### src/rtl/jhcb_ram.sv
// Generic single-write, single-read synchronous RAM with registered read data.
`timescale 1ns / 1ps

module jhcb_ram #(
  parameter int WIDTH = 8,
  parameter int DEPTH = 16
) (
  input  logic                     clk,
  input  logic                     wr_en,
  input  logic [$clog2(DEPTH)-1:0] wr_addr,
  input  logic [WIDTH-1:0]         wr_data,
  input  logic                     rd_en,
  input  logic [$clog2(DEPTH)-1:0] rd_addr,
  output logic [WIDTH-1:0]         rd_data
);

  logic [WIDTH-1:0] mem_r [DEPTH];
  logic [WIDTH-1:0] rd_data_r;

  always_ff @(posedge clk) begin
    if (wr_en) begin
      mem_r[wr_addr] <= wr_data;
    end
    if (rd_en) begin
      rd_data_r <= mem_r[rd_addr];
    end
  end

  assign rd_data = rd_data_r;

endmodule

### config.mk
export PLATFORM = sky130hd
export DESIGN_NAME = jhcb_ram
export DESIGN_NICKNAME = d
export VERILOG_FILES = /design/src/rtl/jhcb_ram.sv
export SDC_FILE = /design/constraint.sdc
export NUM_CORES = 1
export LEC_CHECK = 0
export ABC_AREA = 1
export BUFFER_PORTS_ARGS = -buffer_cell sky130_fd_sc_hd__buf_2
export CAP_MARGIN = 40
export CELL_PAD_IN_SITES_DETAIL_PLACEMENT = 0
export CELL_PAD_IN_SITES_GLOBAL_PLACEMENT = 1
export CORE_MARGIN = 1.5
export CORE_UTILIZATION = 52
export DETAILED_ROUTE_END_ITERATION = 8
export PLACE_DENSITY_LB_ADDON = 0.15
export SLEW_MARGIN = 10
export SYNTH_ARGS = -nofsm -noshare
export SYNTH_HDL_FRONTEND = slang
export SYNTH_SLANG_ARGS = --single-unit
### constraint.sdc
create_clock -name clk -period 3.1 [get_ports clk]
set_input_delay 0.62 -clock clk [delete_from_list [all_inputs] [get_ports clk]]
set_output_delay 0.62 -clock clk [all_outputs]
set_load 0.01 [all_outputs]
# After elaboration in Yosys (flattened, before gate mapping)
# Memories as Yosys holds them, arrays and structs flattened. A register that Yosys moved wholly into a read port is not among the register bits.
# Index checks and enable logic that the tools add are counted.
totals:
  register_bits: 0
  mem_count: 1
  out_inout_bits: 8
  elab_cells: 3
  mem_bits_rw: 128
  inputBits: 19
mem_list:
  columns: ["memory", "words", "width", "read_ports", "rd_clocked_by_memory_dff", "wr", "line", "source"]
  rows:
  - ["mem_r", 16, 8, 1, 1, 1, "17", "logic [WIDTH-1:0] mem_r [DEPTH];"]
op_classes:
  mux: 2
op_table:
  columns: ["op", "count"]
  rows:
  - ["two-way mux 1 bit", 2]

# Depth between registers and ports, before layout
# Gate-level depths: netlist of the first run.
depth:
  depth_word: 2
  depth_mapped: 8

# Least setup slack after synthesis of the first run
# No wires, ideal clock.
synth_path:
  kind: "input to register"
  from: "input wr_addr[2]"
  to: "memory mem_r[10][0], enable pin"
  stages: 2
  required_time_ns: 2.730
  slack_ns: 1.529
  n_path_buf: 0
  setup_time_ns: 0.370
  arrival_ns: 1.201
  path_cell_list: "nand3b_1 > nor2_1"
synth_lines:
  columns: ["element", "line", "source"]
  rows:
  - ["start, declared", "10", "input logic [$clog2(DEPTH)-1:0] wr_addr,"]
  - ["end, declared", "17", null]
# Straight into the memory's write port.

==> impl_metrics.env, run 1 <==
export IMPL_number_of_post_cts_setup_repair_buffers=0
export IMPL_cap_viol_max_count=0
export IMPL_grt_setup_unrepaired="false"
export IMPL_power_density_nw_per_um2=629
export IMPL_ys_seq_area_frac=0.698
export IMPL_rows=38
export IMPL_gp_routability_congestion=0.823
export IMPL_detail_route_wl_per_cell_microns=18.2
export IMPL_drtIter0Drc=379
export IMPL_tightestPinTransition_ns=0.847
export IMPL_n_antenna_cell=0
export IMPL_ys_seq_elements=136
export IMPL_post_cts_hold_buffer_count=0
export IMPL_ctsRootBufferMaster="sky130_fd_sc_hd__clkbuf_8"
export IMPL_die_w_microns=109
export IMPL_critPathCaptureType="flip-flop"
export IMPL_grt_first_pass_wirelength_microns=21000
export IMPL_finalMaxSlewViolations=0
export IMPL_pre_cts_ws_ns=0.706
export IMPL_drc=0
export IMPL_cts_root_to_sink_buffers=2
export IMPL_post_layout_nonfiller_instances=736
export IMPL_initial_core_util=0.537
export IMPL_final_period_minus_worst_setup_slack_ns=1.83
export IMPL_worst_ep_arrival_time_ns=2.11
export IMPL_detailedPlacementHpwl_microns=8350
export IMPL_worst_clock_skew_ns=0.0107
export IMPL_placed_cells=705
export IMPL_post_route_ant_nets=0
export IMPL_netlist_cell_type_count=11
export IMPL_power_ir_vdd_worst_mv=0.387
export IMPL_cts_buffers_inserted=17
export IMPL_crit_path_start_kind="primary input"
export IMPL_synthesis_instances=551
export IMPL_final_layout_size_suffix_gt1_frac=0.107
export IMPL_timing_fmax_mhz=545
export IMPL_synth_top_cell_area_share=0.698
export IMPL_io_buffer_count=26
export IMPL_syn_area_sq_um=5850
export IMPL_biggest_area_consumer_among_synthesized_cells="sky130_fd_sc_hd__edfxtp_1"
export IMPL_timing_critical_path_fanout_max=33
export IMPL_timing_hold_worst_class="in2reg"
export IMPL_firstDrtPassIters=5
export IMPL_flow_area_growth_from_synthesis_pct=13.0
export IMPL_yosysWarningCount=0
export IMPL_totalWireLength_microns=13400
export IMPL_status="complete, no violations"
export IMPL_viasPerCell=5.13
export IMPL_power_static_leakage_nw=2.86
export IMPL_syn_area_per_cell_sq_um=10.6
export IMPL_ctsResizeCount=0
export IMPL_overall_routing_resource_usage=0.254
export IMPL_clock_latency_ns=0.53
export IMPL_final_hold_viol_count=0
export IMPL_clock_sinks=136
export IMPL_synthTopCellsByArea="sky130_fd_sc_hd__edfxtp_1, sky130_fd_sc_hd__nand2_1, sky130_fd_sc_hd__nand3_1"
export IMPL_placeable_core_area_sq_um=10900
export IMPL_die_height_microns=109
export IMPL_grt_antenna_before_repair=0
export IMPL_finalWorstSetupSlack_ns=1.27
export IMPL_via_count_of_the_first_global_routing_pass=3671
export IMPL_clkSlewWorstSetupHoldPaths_ns=0.06
export IMPL_setup_worst_path_class="in2reg"
export IMPL_cts_tree="yes"
export IMPL_cp_required_ns=3.37
export IMPL_global_route_overflow_total=0
export IMPL_timing_setup_tns_ns=0
export IMPL_floorplan_die_area_sq_um=11900
export IMPL_finalCritPeriodShare=0.592
export IMPL_grt_start_max_net_pins=65
export IMPL_postSynthNetCount=570
export IMPL_setup_viol_count_final=0
export IMPL_ioPinCount=27
export IMPL_h_tree_depth_reported_by_cts=4
export IMPL_vias=3774
export IMPL_worst_slew_margin_rel=0.433
export IMPL_layout_nets=603
-- state kept, by name, indices dropped and copies added, names as in the netlist --
signal and count:
mem_r 128, rd_data 8
-- cells in the mapped netlist --
master and number:
sky130_fd_sc_hd__buf_2 13, sky130_fd_sc_hd__inv_1 100, sky130_fd_sc_hd__buf_1 1, sky130_fd_sc_hd__nand2_1 173
sky130_fd_sc_hd__buf_6 6, sky130_fd_sc_hd__nand3_1 97, sky130_fd_sc_hd__buf_4 4, sky130_fd_sc_hd__inv_2 2
sky130_fd_sc_hd__nor2_1 17, sky130_fd_sc_hd__nand3b_1 2, sky130_fd_sc_hd__edfxtp_1 136
-- stage by stage --
stage	hold WS, ns	power [mW]	instance area [sq um]	utilization
floorplan	0.683	2.27	5850	-
global placement	0.719	2.36	6050	0.555
detailed placement	0.728	2.37	6080	0.558
CTS	0.451	4.18	6610	0.607
global route	0.453	4.29	6610	0.607
finish	0.466	4.16	6610	0.607
-- routing by layer --
| metal | vias up | routed length [microns] | global-route usage |
|---|---|---|---|
| li1 | 1848 | - | - |
| met1 | 1787 | 6180 | 0.367 |
| met2 | 122 | 6240 | 0.376 |
| met3 | 17 | 784 | 0.0663 |
| met4 | 0 | 159 | 0.0836 |
| met5 | - | 0 | 0 |
-- worst max-delay path, stage by stage --
cell and delay (ns):
sky130_fd_sc_hd__buf_2 0.53, sky130_fd_sc_hd__inv_2 0.45, sky130_fd_sc_hd__nand3_1 0.22, sky130_fd_sc_hd__nand3_1 0.09
sky130_fd_sc_hd__nand3_1 0.14, sky130_fd_sc_hd__nand2_1 0.06
-- where the power goes --
part | switching (mW) | internal [mW]
Combinational | 0.176 | 0.0660
Clock | 0.707 | 1.12
Sequential | 0.0133 | 2.07
-- path summary, 6_finish.rpt --
kind | slack [ns] | to | cells after the start | startpoint
max reg2reg | 1.95 | rd_data[4] | 6 | mem_r[3][4]
min | 0.47 | rd_data[3] | 1 | rd_en
max | 1.27 | rd_data[1] | 6 | rd_addr[1]
min reg2reg | 0.74 | rd_data[2] | 6 | mem_r[7][2]
-- cell usage in the layout, fill, tap and decap left out --
| cell type | n |
|---|---|
| sky130_fd_sc_hd__buf_2 | 26 |
| sky130_fd_sc_hd__buf_4 | 12 |
| sky130_fd_sc_hd__bufinv_16 | 2 |
| sky130_fd_sc_hd__clkbuf_1 | 3 |
| sky130_fd_sc_hd__clkbuf_16 | 16 |
| sky130_fd_sc_hd__clkbuf_8 | 1 |
| sky130_fd_sc_hd__clkinv_1 | 4 |
| sky130_fd_sc_hd__clkinv_2 | 3 |
| sky130_fd_sc_hd__clkinv_4 | 2 |
| sky130_fd_sc_hd__edfxtp_1 | 136 |
| sky130_fd_sc_hd__inv_1 | 100 |
| sky130_fd_sc_hd__inv_2 | 2 |
| sky130_fd_sc_hd__nand2_1 | 173 |
| sky130_fd_sc_hd__nand3_1 | 97 |
| sky130_fd_sc_hd__nand3b_1 | 2 |
| sky130_fd_sc_hd__nor2_1 | 17 |
-- kinds of logic (layout without fill, tap and decap cells) --
kind of cell,after synthesis,in the layout,share of synthesized area
AND/OR/NAND/NOR,289,289,0.208
flip-flops,136,136,0.698
buffers and inverters,126,171,0.0939
-- layout make-up --
cell class | count | area, sq um
fill | 889 | 4280
sequential | 136 | 4080
multi-input combinational | 289 | 1210
clock buffer | 20 | 425
inverter | 102 | 383
timing repair buffer | 38 | 220
tap | 140 | 175
clock inverter | 11 | 108
No activity file was read; power rests on OpenSTA's default activity.
==> inputs of run 2 (changes only) <==
--- a/config.mk
+++ b/config.mk
@@ -11,7 +11,7 @@
 export CELL_PAD_IN_SITES_DETAIL_PLACEMENT = 0
 export CELL_PAD_IN_SITES_GLOBAL_PLACEMENT = 1
 export CORE_MARGIN = 1.5
-export CORE_UTILIZATION = 52
+export CORE_UTILIZATION = 49
 export DETAILED_ROUTE_END_ITERATION = 8
 export PLACE_DENSITY_LB_ADDON = 0.15
 export SLEW_MARGIN = 10
==> constraint.sdc (replaced) <==
create_clock -name clk -period 1.8 [get_ports clk]
set_input_delay 0.36 -clock clk [delete_from_list [all_inputs] [get_ports clk]]
set_output_delay 0.36 -clock clk [all_outputs]
set_load 0.01 [all_outputs]
==> impl_metrics.env, run 2 (synthesized netlist as in run 1, its figures left out) <==
export IMPL_status="complete, no violations"
export IMPL_n_antenna_cell=0
export IMPL_timing_critical_path_fanout_max=1
export IMPL_power_density_nw_per_um2=1070
export IMPL_post_layout_nonfiller_instances=750
export IMPL_report_power_total_mw=7.22
export IMPL_grt_first_pass_wirelength_microns=20600
export IMPL_post_dp_cell_area_sq_um=6200
export IMPL_cp_required_ns=1.44
export IMPL_setup_worst_path_end="rd_data[6]"
export IMPL_largest_reg_flops=128
export IMPL_critical_path_n_buffers_inverters=1
export IMPL_delay_of_the_slowest_cell_on_the_worst_path_ns=0.41
export IMPL_final_hold_viol_count=0
export IMPL_number_of_post_cts_setup_repair_buffers=0
export IMPL_floorplan_die_area_sq_um=12600
export IMPL_tightestPinTransition_ns=0.650
export IMPL_largest_register="mem_r"
export IMPL_reg2reg_to="rd_data[2]"
export IMPL_clock_sinks=136
export IMPL_global_routing_met1_resource_utilization=0.301
export IMPL_grt_start_max_net_pins=37
export IMPL_power_static_leakage_nw=2.92
export IMPL_cp_cell_sequence="buf_2"
export IMPL_gp_routability_congestion=0.789
export IMPL_post_route_ant_nets=0
export IMPL_fin_worst_hold_slack_ns=0.331
export IMPL_timing_fmax_mhz=750
export IMPL_grt_setup_unrepaired="false"
export IMPL_critPathCaptureType="output port"
export IMPL_globalRouteMet3Util=0.0605
export IMPL_layout_nets=614
export IMPL_fin_area_sq_um=6740
export IMPL_post_cts_hold_buffer_count=0
export IMPL_regToRegSetupSlack_ns=0.64
export IMPL_setup_worst_path_class="reg2out"
export IMPL_totalWireLength_microns=13100
export IMPL_layout_cells_most_common="sky130_fd_sc_hd__nand2_1"
export IMPL_power_ir_vdd_worst_mv=0.560
export IMPL_clock_latency_ns=0.41
export IMPL_final_period_minus_worst_setup_slack_ns=1.33
export IMPL_drtIter0Drc=340
export IMPL_worst_r2r_cell_count=6
export IMPL_ctsResizeCount=0
export IMPL_critical_path_slowest_cell="sky130_fd_sc_hd__edfxtp_1"
export IMPL_worst_ep_arrival_time_ns=0.97
export IMPL_finalCoreUtilization=0.585
export IMPL_vias=3851
export IMPL_initial_core_util=0.508
export IMPL_placed_cells=719
export IMPL_overall_routing_resource_usage=0.225
export IMPL_finalMaxSlewViolations=0
export IMPL_flow_area_growth_from_synthesis_pct=15.3
export IMPL_cts_buffers_inserted=17
export IMPL_viasPerCell=5.13
export IMPL_rows=39
export IMPL_ioPinCount=27
export IMPL_worst_clock_skew_ns=0.00522
export IMPL_gr_max_usage_layer="met2"
export IMPL_global_route_overflow_total=0
export IMPL_detailedPlacementHpwl_microns=7970
export IMPL_firstDrtPassIters=7
export IMPL_grt_antenna_before_repair=0
export IMPL_drc=0
export IMPL_final_cell_mix="sky130_fd_sc_hd__nand2_1, sky130_fd_sc_hd__edfxtp_1, sky130_fd_sc_hd__inv_1"
export IMPL_rr_startpoint="mem_r[4][2]"
export IMPL_clkSlewWorstSetupHoldPaths_ns=0.06
export IMPL_finalWorstSetupSlack_ns=0.467
export IMPL_worst_path_stages=1
export IMPL_crit_path_start_kind="flip-flop"
export IMPL_cap_viol_max_count=0
export IMPL_detail_route_wl_per_cell_microns=17.4
export IMPL_placeable_core_area_sq_um=11500
export IMPL_critical_path_top_delay_family="flip-flops"
export IMPL_final_layout_size_suffix_gt1_frac=0.122
export IMPL_h_tree_depth_reported_by_cts=4
export IMPL_met2_demand_to_capacity_share_in_global_routing=0.364
export IMPL_ctsRootBufferMaster="sky130_fd_sc_hd__clkbuf_16"
export IMPL_pre_cts_ws_ns=0.161
export IMPL_num_fill_cells=997
export IMPL_die_w_microns=112
export IMPL_worst_slew_margin_rel=0.566
export IMPL_timing_setup_tns_ns=0
export IMPL_setup_viol_count_final=0
export IMPL_via_count_of_the_first_global_routing_pass=3735
export IMPL_timing_hold_worst_class="in2reg"
export IMPL_io_buffer_count=26
export IMPL_die_height_microns=112
export IMPL_cts_tree="yes"
export IMPL_cts_root_to_sink_buffers=2
export IMPL_critical_path_startpoint="rd_data[6]"
export IMPL_finalCritPeriodShare=0.741
run 2: how the worst min path moves through the flow:
stage	startpoint	to	slack, ns	cells after the start
floorplan	wr_data[0]	mem_r[0][0]	0.46	0
global placement	rd_en	rd_data[1]	0.73	1
detailed placement	rd_en	rd_data[2]	0.73	1
CTS	rd_en	rd_data[7]	0.30	1
global route	rd_en	rd_data[7]	0.31	1
finish	rd_en	rd_data[3]	0.33	1
run 2: final cells by class:
class                   instances  area, sq um  share of cell area
clock inverters                14          115              0.0171
multi-input cells             289         1210               0.180
clock buffers                  17          425              0.0631
flip-flops and latches        136         4080               0.606
well taps                     143          179              0.0265
inverters                     102          383              0.0568
repair buffers                 49          340              0.0505
run 2: metal layers:
metal  vias up  wire [microns]
li1       1869               -
met1      1827            5680
met2       139            6330
met3        16             894
met4         0             178
met5         -               0
run 2: power breakdown:
part	leakage (nW)	switching (mW)	internal [mW]
combinational	1.43	0.312	0.132
sequential	1.24	0.0188	3.57
clock	0.258	1.20	1.98
total	2.92	1.53	5.68
